### src/design/riff_wave_pcm_stream_decoder_top_defines.svh
// Assertion macros shared by the decoder modules
`ifndef RIFF_WAVE_PCM_STREAM_DECODER_TOP_DEFINES_SVH
`define RIFF_WAVE_PCM_STREAM_DECODER_TOP_DEFINES_SVH
// implication check, reset held off
`define RWD_ASSERT_IMP(lbl, clk, rstn, a, c) \
  lbl: assert property (@(posedge clk) disable iff (!rstn) (a) |-> (c)) \
    else $error("check failed");
// next-cycle implication check
`define RWD_ASSERT_NXT(lbl, clk, rstn, a, c) \
  lbl: assert property (@(posedge clk) disable iff (!rstn) (a) |=> (c)) \
    else $error("check failed");
`endif

### src/design/rwd_pkg.sv
// ----------------------------------------------------------------------------
// rwd_pkg
// Shared types and constants of the WAVE stream decoder.
// ----------------------------------------------------------------------------
`default_nettype none
package rwd_pkg;
  localparam int unsigned MAX_FILE_BYTES_D    = 67108864;
  localparam int unsigned MAX_DECODED_BYTES_D = 134217728;
  localparam logic [31:0] TAG_RIFF = 32'h52494646;
  localparam logic [31:0] TAG_WAVE = 32'h57415645;
  localparam logic [31:0] TAG_FMT  = 32'h666D7420;
  localparam logic [31:0] TAG_DATA = 32'h64617461;
  localparam logic [26:0] POS_SAT  = 27'h7FFFFFF;

  typedef enum logic [2:0] {
    PH_HEADER = 3'd0, PH_CHUNK = 3'd1, PH_FMT = 3'd2, PH_DATA = 3'd3,
    PH_SKIP = 3'd4, PH_PAD = 3'd5, PH_HALT = 3'd6
  } phase_t;

  localparam logic [3:0] ST_OK      = 4'd0;
  localparam logic [3:0] ST_BADHDR  = 4'd1;
  localparam logic [3:0] ST_PASTEND = 4'd2;
  localparam logic [3:0] ST_SHORT   = 4'd3;
  localparam logic [3:0] ST_MISSING = 4'd4;
  localparam logic [3:0] ST_UNSUP   = 4'd5;
  localparam logic [3:0] ST_MISAL   = 4'd6;
  localparam logic [3:0] ST_EMPTY   = 4'd7;
  localparam logic [3:0] ST_ORDER   = 4'd8;
  localparam logic [3:0] ST_BIG     = 4'd9;

  // word passed from the parser to the emitter queue
  typedef struct packed {
    logic        has_smp;
    logic [15:0] smp;
    logic        slot;
    logic        has_st;
    logic [3:0]  st;
    logic [31:0] rate;
    logic [1:0]  chans;
  } cmd_t;
endpackage
`default_nettype wire

### src/design/rwd_front.sv
// ----------------------------------------------------------------------------
// rwd_front
// Byte parser: walks the RIFF chunks and forms one command word per byte.
// ----------------------------------------------------------------------------
`default_nettype none
module rwd_front #(
  parameter int unsigned MAX_FILE_BYTES    = rwd_pkg::MAX_FILE_BYTES_D,
  parameter int unsigned MAX_DECODED_BYTES = rwd_pkg::MAX_DECODED_BYTES_D
) (
  input  wire logic          clk,
  input  wire logic          rst_n,
  input  wire logic          in_take,
  input  wire logic [7:0]    in_byte,
  input  wire logic          in_last,
  output rwd_pkg::cmd_t      cmd,
  output logic               cmd_useful
);
  localparam logic [26:0] CAP1 = 27'(MAX_DECODED_BYTES / 2);
  localparam logic [26:0] CAP2 = 27'(((MAX_DECODED_BYTES / 2) / 2) * 2);
  localparam logic [26:0] LIM1 = 27'(MAX_DECODED_BYTES / 2);
  localparam logic [26:0] LIM2 = 27'((MAX_DECODED_BYTES / 2) / 2);
  localparam logic [26:0] FMAX = 27'(MAX_FILE_BYTES);

  rwd_pkg::phase_t ph_r, ph_nxt;
  logic [26:0] pos_r, pos_nxt;
  logic [31:0] tag_r, tag_nxt, len_r, len_nxt;
  logic [32:0] rem_r, rem_nxt;
  logic [15:0] fcode_r, fcode_nxt, fch_r, fch_nxt, fbits_r, fbits_nxt;
  logic [31:0] frate_r, frate_nxt;
  logic        fseen_r, fseen_nxt, dseen_r, dseen_nxt;
  logic [7:0]  low_r, low_nxt;
  logic [26:0] scnt_r, scnt_nxt;
  logic [3:0]  err_r, err_nxt, verd_r, verd_nxt;
  logic [3:0]  hcnt_r, hcnt_nxt;

  // supported format and per-chunk checks (cheap, no dividers)
  logic        sup, mono, is8;
  logic [31:0] off;
  logic [26:0] cap, lim, frames;
  logic        misal;
  assign mono = (fch_r == 16'd1);
  assign is8  = (fbits_r == 16'd8);
  assign sup  = (fcode_r == 16'd1) && (mono || fch_r == 16'd2) && (frate_r != 32'd0)
                && (is8 || fbits_r == 16'd16);
  assign off  = len_r - rem_r[31:0];
  assign cap  = mono ? CAP1 : CAP2;
  assign lim  = mono ? LIM1 : LIM2;
  // bytes per frame is 1, 2 or 4: division is a shift
  always_comb begin
    case ({mono, is8})
      2'b11:   begin misal = 1'b0;            frames = len_r[26:0]; end
      2'b10,
      2'b01:   begin misal = len_r[0];        frames = len_r[27:1]; end
      default: begin misal = |len_r[1:0];     frames = len_r[28:2]; end
    endcase
  end
  logic big_len;
  assign big_len = mono ? (is8 ? |len_r[31:27] : |len_r[31:28])
                        : (is8 ? |len_r[31:28] : |len_r[31:29]);

  // next state of the parser
  always_comb begin
    logic [31:0] tagn, clen;
    logic        emit;
    logic [15:0] val;
    tagn = {tag_r[23:0], in_byte};
    clen = len_r;
    emit = 1'b0; val = '0;
    ph_nxt = ph_r; pos_nxt = (pos_r < rwd_pkg::POS_SAT) ? pos_r + 27'd1 : pos_r;
    tag_nxt = tag_r; len_nxt = len_r; rem_nxt = rem_r;
    fcode_nxt = fcode_r; fch_nxt = fch_r; frate_nxt = frate_r; fbits_nxt = fbits_r;
    fseen_nxt = fseen_r; dseen_nxt = dseen_r; low_nxt = low_r; scnt_nxt = scnt_r;
    err_nxt = err_r; verd_nxt = verd_r; hcnt_nxt = hcnt_r;
    case (ph_r)
      rwd_pkg::PH_HEADER: begin
        tag_nxt = tagn;
        if (pos_r == 27'd3 && tagn != rwd_pkg::TAG_RIFF) begin
          err_nxt = rwd_pkg::ST_BADHDR; ph_nxt = rwd_pkg::PH_HALT;
        end else if (pos_r == 27'd11) begin
          if (tagn != rwd_pkg::TAG_WAVE) begin
            err_nxt = rwd_pkg::ST_BADHDR; ph_nxt = rwd_pkg::PH_HALT;
          end else begin
            ph_nxt = rwd_pkg::PH_CHUNK; hcnt_nxt = '0;
          end
        end
      end
      rwd_pkg::PH_CHUNK: begin
        if (hcnt_r < 4'd4) tag_nxt = tagn;
        else begin
          case (hcnt_r[1:0])
            2'd0:    clen = {24'd0, in_byte};
            2'd1:    clen = {len_r[31:16], in_byte, len_r[7:0]};
            2'd2:    clen = {len_r[31:24], in_byte, len_r[15:0]};
            default: clen = {in_byte, len_r[23:0]};
          endcase
          len_nxt = clen;
        end
        hcnt_nxt = hcnt_r + 4'd1;
        if (hcnt_r == 4'd7) begin
          rem_nxt = {1'b0, clen};
          if (tag_r == rwd_pkg::TAG_FMT) begin
            if (dseen_r) begin err_nxt = rwd_pkg::ST_ORDER; ph_nxt = rwd_pkg::PH_HALT; end
            else ph_nxt = rwd_pkg::PH_FMT;
          end else if (tag_r == rwd_pkg::TAG_DATA) begin
            if (!fseen_r) begin err_nxt = rwd_pkg::ST_ORDER; ph_nxt = rwd_pkg::PH_HALT; end
            else if (dseen_r || clen == 32'd0) ph_nxt = rwd_pkg::PH_SKIP;
            else begin dseen_nxt = 1'b1; scnt_nxt = '0; ph_nxt = rwd_pkg::PH_DATA; end
          end else ph_nxt = rwd_pkg::PH_SKIP;
          // zero-length chunk finishes at once (only skip or fmt possible)
          if (clen == 32'd0 && ph_nxt != rwd_pkg::PH_HALT) begin
            if (ph_nxt == rwd_pkg::PH_FMT) begin
              err_nxt = rwd_pkg::ST_SHORT; ph_nxt = rwd_pkg::PH_HALT;
            end else begin
              ph_nxt = rwd_pkg::PH_CHUNK; hcnt_nxt = '0;
            end
          end
        end
      end
      rwd_pkg::PH_FMT, rwd_pkg::PH_DATA, rwd_pkg::PH_SKIP: begin
        if (ph_r == rwd_pkg::PH_FMT && len_r >= 32'd16) begin
          if (off < 32'd2) begin
            if (off[0]) fcode_nxt[15:8] = in_byte; else fcode_nxt[7:0] = in_byte;
          end else if (off < 32'd4) begin
            if (off[0]) fch_nxt[15:8] = in_byte; else fch_nxt[7:0] = in_byte;
          end else if (off < 32'd8) begin
            case (off[1:0])
              2'd0:    frate_nxt[7:0]   = in_byte;
              2'd1:    frate_nxt[15:8]  = in_byte;
              2'd2:    frate_nxt[23:16] = in_byte;
              default: frate_nxt[31:24] = in_byte;
            endcase
          end else if (off == 32'd14) fbits_nxt[7:0] = in_byte;
          else if (off == 32'd15) fbits_nxt[15:8] = in_byte;
        end
        if (ph_r == rwd_pkg::PH_DATA && sup) begin
          if (is8) begin emit = 1'b1; val = {in_byte ^ 8'h80, 8'h00}; end
          else if (!off[0]) low_nxt = in_byte;
          else begin emit = 1'b1; val = {in_byte, low_r}; end
          if (emit && scnt_r >= cap) emit = 1'b0;
          if (emit) scnt_nxt = scnt_r + 27'd1;
        end
        rem_nxt = rem_r - 33'd1;
        if (rem_r == 33'd1) begin
          ph_nxt = len_r[0] ? rwd_pkg::PH_PAD : rwd_pkg::PH_CHUNK;
          hcnt_nxt = '0;
          if (ph_r == rwd_pkg::PH_FMT) begin
            if (len_r < 32'd16) begin err_nxt = rwd_pkg::ST_SHORT; ph_nxt = rwd_pkg::PH_HALT; end
            else fseen_nxt = 1'b1;
          end else if (ph_r == rwd_pkg::PH_DATA && sup) begin
            if (misal) verd_nxt = rwd_pkg::ST_MISAL;
            else if (frames == 27'd0 || big_len || frames > lim) verd_nxt = rwd_pkg::ST_EMPTY;
            else verd_nxt = rwd_pkg::ST_OK;
          end
        end
      end
      rwd_pkg::PH_PAD: begin ph_nxt = rwd_pkg::PH_CHUNK; hcnt_nxt = '0; end
      default: ;
    endcase

    // command word for this byte; status uses state before this byte's reset
    cmd.has_smp = emit;
    cmd.smp     = val;
    cmd.slot    = (fch_r == 16'd2) ? scnt_r[0] : 1'b0;
    cmd.rate    = frate_nxt;
    cmd.chans   = (fch_nxt == 16'd1 || fch_nxt == 16'd2) ? fch_nxt[1:0] : 2'd0;
    cmd.has_st  = in_last;
    begin
      logic sup_n;
      sup_n = (fcode_nxt == 16'd1) && (fch_nxt == 16'd1 || fch_nxt == 16'd2)
              && (frate_nxt != 32'd0) && (fbits_nxt == 16'd8 || fbits_nxt == 16'd16);
      if (err_nxt == rwd_pkg::ST_BADHDR || ph_nxt == rwd_pkg::PH_HEADER)
        cmd.st = rwd_pkg::ST_BADHDR;
      else if (pos_nxt > FMAX) cmd.st = rwd_pkg::ST_BIG;
      else if (err_nxt != rwd_pkg::ST_OK) cmd.st = err_nxt;
      else if ((ph_nxt == rwd_pkg::PH_FMT || ph_nxt == rwd_pkg::PH_DATA ||
                ph_nxt == rwd_pkg::PH_SKIP) && rem_nxt != 33'd0)
        cmd.st = rwd_pkg::ST_PASTEND;
      else if (!fseen_nxt || !dseen_nxt) cmd.st = rwd_pkg::ST_MISSING;
      else if (!sup_n) cmd.st = rwd_pkg::ST_UNSUP;
      else cmd.st = verd_nxt;
    end
    cmd_useful = emit || in_last;
    if (in_last) begin
      ph_nxt = rwd_pkg::PH_HEADER; pos_nxt = '0; tag_nxt = '0; len_nxt = '0;
      rem_nxt = '0; fcode_nxt = '0; fch_nxt = '0; frate_nxt = '0; fbits_nxt = '0;
      fseen_nxt = 1'b0; dseen_nxt = 1'b0; low_nxt = '0; scnt_nxt = '0;
      err_nxt = '0; verd_nxt = '0; hcnt_nxt = '0;
    end
  end

  // parser state
  always_ff @(posedge clk) begin
    if (!rst_n) begin
      ph_r <= rwd_pkg::PH_HEADER; pos_r <= '0; tag_r <= '0; len_r <= '0; rem_r <= '0;
      fcode_r <= '0; fch_r <= '0; frate_r <= '0; fbits_r <= '0; fseen_r <= 1'b0;
      dseen_r <= 1'b0; low_r <= '0; scnt_r <= '0; err_r <= '0; verd_r <= '0;
      hcnt_r <= '0;
    end else if (in_take) begin
      ph_r <= ph_nxt; pos_r <= pos_nxt; tag_r <= tag_nxt; len_r <= len_nxt;
      rem_r <= rem_nxt; fcode_r <= fcode_nxt; fch_r <= fch_nxt; frate_r <= frate_nxt;
      fbits_r <= fbits_nxt; fseen_r <= fseen_nxt; dseen_r <= dseen_nxt; low_r <= low_nxt;
      scnt_r <= scnt_nxt; err_r <= err_nxt; verd_r <= verd_nxt; hcnt_r <= hcnt_nxt;
    end
  end

  `include "riff_wave_pcm_stream_decoder_top_defines.svh"
  `RWD_ASSERT_IMP(a_hcnt, clk, rst_n, ph_r == rwd_pkg::PH_CHUNK, hcnt_r < 4'd8)
  `RWD_ASSERT_NXT(a_last_rst, clk, rst_n, in_take && in_last, ph_r == rwd_pkg::PH_HEADER)
  `RWD_ASSERT_IMP(a_scnt, clk, rst_n, ph_r == rwd_pkg::PH_DATA, scnt_r <= cap)
  `RWD_ASSERT_IMP(a_hdr, clk, rst_n, ph_r == rwd_pkg::PH_HEADER, pos_r < 27'd12)
endmodule
`default_nettype wire

### src/design/rwd_back.sv
// ----------------------------------------------------------------------------
// rwd_back
// Command queue and result sequencer: each word gives a sample, a status or both.
// ----------------------------------------------------------------------------
`default_nettype none
module rwd_back (
  input  wire logic           clk,
  input  wire logic           rst_n,
  input  wire logic           push,
  input  wire rwd_pkg::cmd_t  cmd,
  output logic                full,
  input  wire logic           pop,
  output logic                empty,
  output logic                kind,
  output logic signed [15:0]  smp,
  output logic                slot,
  output logic [3:0]          st,
  output logic [31:0]         rate,
  output logic [1:0]          chans,
  output logic                last
);
  localparam int DEPTH = 4;
  rwd_pkg::cmd_t q_r [DEPTH];
  logic [1:0] wp_r, rp_r;
  logic [2:0] cnt_r;
  logic       smp_done_r;   // sample half of head word already delivered
  logic       head_v, pop_word, do_pop;

  assign full   = (cnt_r == 3'(DEPTH));
  assign head_v = (cnt_r != 3'd0);
  assign empty  = !head_v;
  // head word: sample first, then status
  always_comb begin
    kind  = 1'b0; smp = '0; slot = 1'b0; st = '0; last = 1'b0;
    rate  = q_r[rp_r].rate; chans = q_r[rp_r].chans;
    if (q_r[rp_r].has_smp && !smp_done_r) begin
      smp = q_r[rp_r].smp; slot = q_r[rp_r].slot;
    end else begin
      kind = 1'b1; st = q_r[rp_r].st; last = 1'b1;
    end
  end
  assign do_pop   = pop && head_v;
  assign pop_word = do_pop && (kind || !q_r[rp_r].has_st);

  // queue storage and pointers
  always_ff @(posedge clk) begin
    if (push && !full) q_r[wp_r] <= cmd;
    if (!rst_n) begin
      wp_r <= '0; rp_r <= '0; cnt_r <= '0; smp_done_r <= 1'b0;
    end else begin
      if (push && !full) wp_r <= wp_r + 2'd1;
      if (pop_word) begin rp_r <= rp_r + 2'd1; smp_done_r <= 1'b0; end
      else if (do_pop) smp_done_r <= 1'b1;
      cnt_r <= cnt_r + 3'(push && !full) - 3'(pop_word);
    end
  end

  `include "riff_wave_pcm_stream_decoder_top_defines.svh"
  `RWD_ASSERT_IMP(a_cnt, clk, rst_n, 1'b1, cnt_r <= 3'(DEPTH))
  `RWD_ASSERT_IMP(a_ok, clk, rst_n, head_v, q_r[rp_r].has_smp || q_r[rp_r].has_st)
  `RWD_ASSERT_IMP(a_last, clk, rst_n, head_v && last, kind)
endmodule
`default_nettype wire

### src/design/riff_wave_pcm_stream_decoder_top.sv
// A byte's result is written into the command queue as the byte is taken.
// Throughput: one byte per clock while the queue is not full; a byte giving a sample and a status needs two pops.
// The four-word command queue between parser and sequencer sets the stall slack.
// Synchronous active-low reset returns the parser to the RIFF header phase
// and empties the queue; the last byte of a file does the same for the parser.
// ----------------------------------------------------------------------------
// riff_wave_pcm_stream_decoder_top
// WAVE byte stream decoder giving PCM samples and an end-of-file status word.
// ----------------------------------------------------------------------------
`default_nettype none
module riff_wave_pcm_stream_decoder_top #(
  parameter int unsigned MAX_FILE_BYTES    = rwd_pkg::MAX_FILE_BYTES_D,
  parameter int unsigned MAX_DECODED_BYTES = rwd_pkg::MAX_DECODED_BYTES_D
) (
  input  wire logic          clk,
  input  wire logic          rst_n,
  input  wire logic          push,
  output logic               full,
  input  wire logic [7:0]    in_file_byte,
  input  wire logic          in_final_byte,
  output logic               empty,
  input  wire logic          pop,
  output logic               out_result_kind,
  output logic signed [15:0] out_pcm_sample,
  output logic               out_channel_slot,
  output logic [3:0]         out_status_code,
  output logic [31:0]        out_rate_hz,
  output logic [1:0]         out_channel_total,
  output logic               out_is_last
);
  rwd_pkg::cmd_t cmd;
  logic          useful, take;
  assign take = push && !full;

  rwd_front #(.MAX_FILE_BYTES(MAX_FILE_BYTES), .MAX_DECODED_BYTES(MAX_DECODED_BYTES))
  u_front (
    .clk(clk), .rst_n(rst_n), .in_take(take), .in_byte(in_file_byte),
    .in_last(in_final_byte), .cmd(cmd), .cmd_useful(useful)
  );

  rwd_back u_back (
    .clk(clk), .rst_n(rst_n), .push(take && useful), .cmd(cmd), .full(full),
    .pop(pop), .empty(empty), .kind(out_result_kind), .smp(out_pcm_sample),
    .slot(out_channel_slot), .st(out_status_code), .rate(out_rate_hz),
    .chans(out_channel_total), .last(out_is_last)
  );
endmodule
`default_nettype wire
### config.mk
export PLATFORM = sky130hd
export DESIGN_NAME = riff_wave_pcm_stream_decoder_top
export DESIGN_NICKNAME = d
export VERILOG_FILES = /design/src/design/rwd_pkg.sv /design/src/design/rwd_front.sv /design/src/design/rwd_back.sv /design/src/design/riff_wave_pcm_stream_decoder_top.sv
export VERILOG_INCLUDE_DIRS = /design/src /design/src/design
export SDC_FILE = /design/constraint.sdc
export NUM_CORES = 1
export LEC_CHECK = 0
export ABC_AREA = 1
export BUFFER_PORTS_ARGS = -buffer_cell sky130_fd_sc_hd__buf_2
export CORE_MARGIN = 2
export CORE_UTILIZATION = 43
export CTS_CLUSTER_DIAMETER = 120
export DETAILED_ROUTE_END_ITERATION = 16
export SKIP_LAST_GASP = 1
export SYNTH_ARGS = -nofsm -noshare
export SYNTH_HDL_FRONTEND = slang
export SYNTH_SLANG_ARGS = --single-unit
### constraint.sdc
create_clock -name clk -period 4.8 [get_ports clk]
set_input_delay 0.72 -clock clk [delete_from_list [all_inputs] [get_ports clk]]
set_output_delay 0.72 -clock clk [all_outputs]
set_load 0.01 [all_outputs]
# == Word-level counts from Yosys, hierarchy flattened ==
# Memories as Yosys holds them, arrays and structs flattened. A register that Yosys moved wholly into a read port is not among the register bits.
# Index checks and enable logic that the tools add are counted.
# Widths: inputs -> output; s select.
# word_totals
register_bits,264
ram_bits,228
memories,1
# op_classes
n_addsub,9
magnitude_cmp,10
n_eq_ne,53
n_mux,155
bitwise_logic,2
n_reduce_logical,67
# mem_list
memory,words,word_bits,rd,rd_ports_with_merged_regs,wr,line,source
u_back.q_r,4,57,1,1,1,rwd_back.sv:23,rwd_pkg::cmd_t q_r [DEPTH];
# ops
op,n
$mux 32,11
$mux 16,20
$mux 27,11
$mux 4,35
$mux 8,16
$pmux 27 s2,2
$pmux 32 s3,1
$mux 33,2
$pmux 33 s2,1
$eq 16x1->1 const B,4
$eq 32x31->1 const B,2
$eq 32x4->1 const B,2
$ne 32x31->1 const B,2
$pmux 32 s2,1
$reduce_bool 32->1,2
$mux 3,19
$add 27x1->27 const B,2
$eq 33x1->1 const B,1
$reduce_bool 33->1,1
$sub 33x1->33 const B,1
$eq 16x2->1 const B,2
$eq 16x4->1 const B,2
$eq 16x5->1 const B,2
$ge 32x5->1 const B,1
53 further kinds,153

# == Longest topological paths before layout ==
# logic_depth
word_depth,25
ltp_mapped,32

# == By module ==
# A second synthesis with hierarchy kept.
# hier_totals
cells_unflattened,3932
area_unflattened_um2,28118.2
# modules_own_cells
mod,instances,cells_each,area_per_inst_um2
rwd_front,1,3251,18951.9
rwd_back,1,676,9142.5
riff_wave_pcm_stream_decoder_top,1,5,23.8

# == Least setup slack after synthesis ==
# Ideal clock, no wire load.
# synth_timing
kind,register to register
from,register u_front.fbits_r[13]
to,"memory u_back.q_r[0][0] (netlist name), enable pin"
setup_ns,0.472
t_arrival_ns,4.301
required_ns,4.328
setup_slack_ns,0.027
stages_incl_launch_ff,13
path_buffers,1
period_less_slack_ns,4.773
cell_sequence,dfxtp_1 > nor2_1 > nand3_1 > nor4_1 > o21ai_0 > nor4_1 > o21a_1 > and2_1 > nand2_1 > clkbuf_1 > o21ai_0 > nand2_1 > nor2_1
# synth_between
elab_chain_len,15
# synth_rtl
element,line,source
"start, declared",rwd_front.sv:28,"logic [15:0] fcode_r, fcode_nxt, fch_r, fch_nxt, fbits_r, fbits_nxt;"
"start signal, assigned",rwd_front.sv:201,fbits_r <= fbits_nxt; fseen_r <= fseen_nxt; dseen_r <= dseen_nxt; low_r <= low_nxt;
$eq 16x4->1,rwd_front.sv:42,assign is8 = (fbits_r == 16'd8);
$mux 1,rwd_front.sv:136,"if (is8) begin emit = 1'b1; val = {in_byte ^ 8'h80, 8'h00}; end"
$mux 1,rwd_front.sv:135,if (ph_r == rwd_pkg::PH_DATA && sup) begin
$mux 1,rwd_front.sv:74,case (ph_r)
$logic_and 1x1->1,rwd_front.sv:139,if (emit && scnt_r >= cap) emit = 1'b0;
$mux 1,rwd_front.sv:139,
$mux 1,rwd_front.sv:135,
$mux 1,rwd_front.sv:74,
$mux 1 *,rwd_front.sv:135,
$mux 1 *,rwd_front.sv:74,
$logic_or 1x1->1 *,rwd_front.sv:182,cmd_useful = emit || in_last;
$logic_and 1x1->1 *,riff_wave_pcm_stream_decoder_top.sv:42,".clk(clk), .rst_n(rst_n), .push(take && useful), .cmd(cmd), .full(full),"
$logic_and 1x1->1 *,rwd_back.sv:47,if (push && !full) q_r[wp_r] <= cmd;
$mux 1 *,rwd_back.sv:47,
$mux 1 (implied by the code) *,rwd_back.sv:47,
"end, declared",rwd_back.sv:23,
# Mark *: on every way between the ends. The rest lies on a longest branch, timed or not. The select of a mux whose other input is x is not followed.

==> Flow_metrics.wiki <==
{| class="wikitable"
! Metric !! Value
|-
| CP Data Required Time || 5.22 ns
|-
| Maximum clock skew at final layout || 0.0247 ns
|-
| Ratio of final minimum period to clock period || 91.3%
|-
| Crit-path max FO || 12
|-
| Compound-Gate Fraction of Synth Area || 13.8%
|-
| Power after layout || 10.8 mW
|-
| Power density over the cells || 341 nW/um2
|-
| WL final || 86900 um
|-
| Clock latency on the worst-skew pair || 0.63 ns
|-
| Maximum Capacitance Violations || 0
|-
| Number of buffer cells added on primary ports || 71
|-
| Starting DRC count in detailed routing || 2421
|-
| Critical Path Start Type || flop
|-
| Hold Fails Final Rpt || 0
|-
| Cell taking the most area after synthesis || edfxtp_1
|-
| Total via count after detailed routing || 26391
|-
| Vertical die dimension || 260 um
|-
| Clock buffers created by TritonCTS || 54
|-
| Post-synthesis net count || 4026
|-
| Largest family of logic cells by synthesized area || simple AND/OR/NAND/NOR gates
|-
| Final setup slack of the worst path || 0.417 ns
|-
| Clock-pin slew on the worst setup and hold paths || 0.06 ns
|-
| Total internal power || 7.56 mW
|-
| Final number of setup-violating endpoints || 0
|-
| Detail Route Antenna Nets || 0
|-
| Primary FF master, synth || dfxtp_1
|-
| Critical Path Sink Type || flop
|-
| Top-area cell type share of the netlist area || 24.3%
|-
| Sequential fraction of the synthesis area || 43.2%
|-
| Total negative slack for setup checks || 0 ns
|-
| Cells after synthesis || 3962
|-
| Fraction of final layout cells sized beyond drive strength 1 || 8.72%
|-
| Initial Util || 43.6%
|-
| Net count of the finished layout || 4080
|-
| Post-synthesis share of cell area spent on full adders, half adders and majority gates || 2.32%
|-
| Top cells by instance count after synthesis || nand2_1, nor2_1, inv_1
|-
| DRC violation count after routing || 0
|-
| Buffers from clock root to sink, at most || 3
|-
| Switch share || 30.1%
|-
| Vias in the first global route || 24211
|-
| Worst-margin pin slew || 0.996 ns
|-
| Power share of the sequential group || 43.0%
|-
| Number of antenna violations at the first check in global routing || 0
|-
| GR Util All Layers || 25.2%
|-
| Critical Path AT || 4.81 ns
|-
| Achievable Freq || 0.228 GHz
|-
| Critical Setup Path Class || flop to flop
|-
| Fraction of the core area covered by cells at the end of the flow || 49.1%
|-
| Most numerous cell in the Yosys netlist || nand2_1
|-
| Ant. Diodes || 0
|-
| Comb power frac || 18.1%
|-
| Async S/R FF share, synth || 0%
|-
| Worst supply voltage drop on vdd || 0.000314 V
|-
| Standby leakage power || 13.7 nW
|-
| Count of clock tree sinks || 494
|-
| Proportion of power drawn by the clock network || 39.0%
|-
| Number of inserted filler cells in the final layout || 6513
|-
| Relative slew margins || 33.6%
|-
| Crit. Startpoint || u_front.rem_r[12]$_SDFFE_PN0P_
|-
| Placeable Area || 64600 um2
|-
| Pin count of the biggest net entering global routing || 103
|-
| Count of unique library cells instantiated by Yosys || 60
|-
| Unrepaired setup endpoints after global routing || no
|-
| Min Clock Period, post-route || 4.38 ns
|-
| Hold_sp || u_front.err_r[2]$_SDFFE_PN0P_
|-
| Rows || 93
|-
| TritonCTS clock tree || yes
|-
| Placed standard-cell area || 29700 um2
|-
| Multi-input gate area in the final layout || 13600 um2
|-
| Worst path most repeated cell || nand2_1
|-
| Routability-driven placement congestion ratio || 0.970
|-
| Class of the tightest hold or removal check || flop to flop
|-
| Die width || 260 um
|-
| Cell with the largest stage delay on the worst path || ha_2
|-
| Area of the mapped netlist || 28100 um2
|-
| Wire length of the first global-routing pass || 135000 um
|-
| Largest cells by area after synthesis || edfxtp_1, dfxtp_1, nand2_1
|-
| Via density || 5.37
|-
| Fraction of synthesized area in multiplexers || 0%
|-
| Floorplan die area || 67500 um2
|-
| Overflow after GRT || 0
|-
| Detailed-route wire length per cell || 17.7 um
|-
| Net switching power || 3.25 mW
|-
| First-pass detailed-route iteration total || 7
|-
| Max stage delay on crit path || 0.40 ns
|-
| Register Area || 12200 um2
|-
| Clock Root Buffer || clkbuf_16
|-
| Worst slack at placement || 0.170 ns
|-
| Count of flip-flops with a built-in enable after synthesis || 228
|-
| Status || complete, no violations
|-
| Post-detail-place hpwl || 62100 um
|-
| Register bit count reported by yosys || 494
|-
| Syn. warnings || 0
|-
| Share of synthesized cell area in and, or, nand and nor gates || 30.3%
|-
| IO Count || 72
|-
| Count of pins over their slew limit || 0
|-
| Post-route cell area || 31700 um2
|-
| CTS H-tree lvls || 2
|-
| XOR/XNOR Fraction of Synth Area || 1.12%
|-
| Synth Area per Inst || 7.10 um2
|-
| Reg-to-reg startpoint || u_front.rem_r[12]$_SDFFE_PN0P_
|-
| Area overhead of the layout relative to synthesis || 12.7%
|}
==> through the flow <==
step | hold WS (ns) | cells
floorplan | 0.412 | 3962
global placement | 0.420 | 4811
detailed placement | 0.422 | 4811
CTS | 0.431 | 4912
global route | 0.465 | 4916
finish | 0.431 | 4916
==> worst paths after layout <==
check	to	slack [ns]	cells after the start
worst max-delay path	u_back.q_r[3][36]$_DFFE_PP_	0.42	26
worst min-delay path	u_front.err_r[2]$_SDFFE_PN0P_	0.43	2
worst max register to register	u_back.q_r[3][36]$_DFFE_PP_	0.42	26
worst min register to register	u_front.err_r[2]$_SDFFE_PN0P_	0.43	2
==> kinds of logic (layout without fill, tap and decap cells) <==
logic type | after synthesis | after routing
flops | 494 | 494
xor+xnor | 36 | 36
buf+inv | 676 | 775
fa+ha+maj | 51 | 51
compound gates | 690 | 690
simple gates | 2015 | 2015
==> per-layer routing <==
metal,track usage [%],part of all wire [%]
met1,33.8,45
met2,42.0,46
met3,3.29,5.9
met4,8.51,3.3
met5,0,0
==> cells in the final DEF (no fill, tap or decap), types with 10 or more instances in the layout <==
cell type	n
a211oi_1	10
a21oi_1	253
a221oi_1	10
a22oi_1	32
a2bb2oi_1	11
buf_12	10
buf_2	71
buf_4	67
clkbuf_16	54
clkbuf_8	13
clkinv_1	11
dfxtp_1	260
edfxtp_1	228
ha_1	35
ha_2	13
inv_1	505
inv_2	12
nand2_1	1023
nand2_2	11
nand3_1	179
nand3_2	10
nand4_1	99
nor2_1	500
nor2_2	25
nor2_4	16
nor3_1	60
nor3b_1	10
nor4_1	51
o21ai_0	223
o21ai_1	14
o22ai_1	86
xor2_1	30
==> state kept, by name, indices dropped and copies added, names as in the netlist, 3 cells and up, named ones only <==
signal / count
u_front.fcode_r: 16
u_front.fbits_r: 16
u_front.tag_r: 32
u_front.fch_r: 16
u_front.hcnt_r: 4
u_front.scnt_r: 27
u_front.err_r: 4
u_back.cnt_r: 3
u_front.len_r: 32
u_back.q_r: 228
u_front.pos_r: 27
u_front.verd_r: 4
u_front.frate_r: 32
u_front.ph_r: 3
u_front.rem_r: 33
u_front.low_r: 8
==> critical path: cells and delay by family (launching register included) <==
family	cells	cell delay, ns
compound gates	2	0.56
fa+ha+maj	1	0.40
buf+inv	2	0.18
flops	1	0.39
simple gates	21	2.65
==> area by class of cell <==
| type | instances | area share, % |
|---|---|---|
| clock inverter | 25 | 0.816 |
| tap | 855 | 3.37 |
| inverter | 526 | 6.24 |
| multi-input combinational | 2792 | 42.9 |
| timing repair buffer | 148 | 3.34 |
| clock buffer | 76 | 4.93 |
| sequential | 494 | 38.4 |
==> timing repair <==
item / 4_1_cts / 5_1_grt
endpoints found under the setup margin: 0 / 24
hold buffers: 0 / 0
buffers inserted: 0 / 4
resized for setup: 0 / 52
==> power by group through the flow <==
| stage | combinational (mW) | sequential [mW] | clock [mW] |
|---|---|---|---|
| finish | 1.95 | 4.64 | 4.21 |
| global route | 2.15 | 4.66 | 4.47 |
| CTS | 1.95 | 4.64 | 4.29 |
| detailed placement | 1.94 | 4.73 | 0 |
| global placement | 1.93 | 4.73 | 0 |
| floorplan | 1.26 | 4.67 | 0 |
Power figures use the tool's default switching activity.
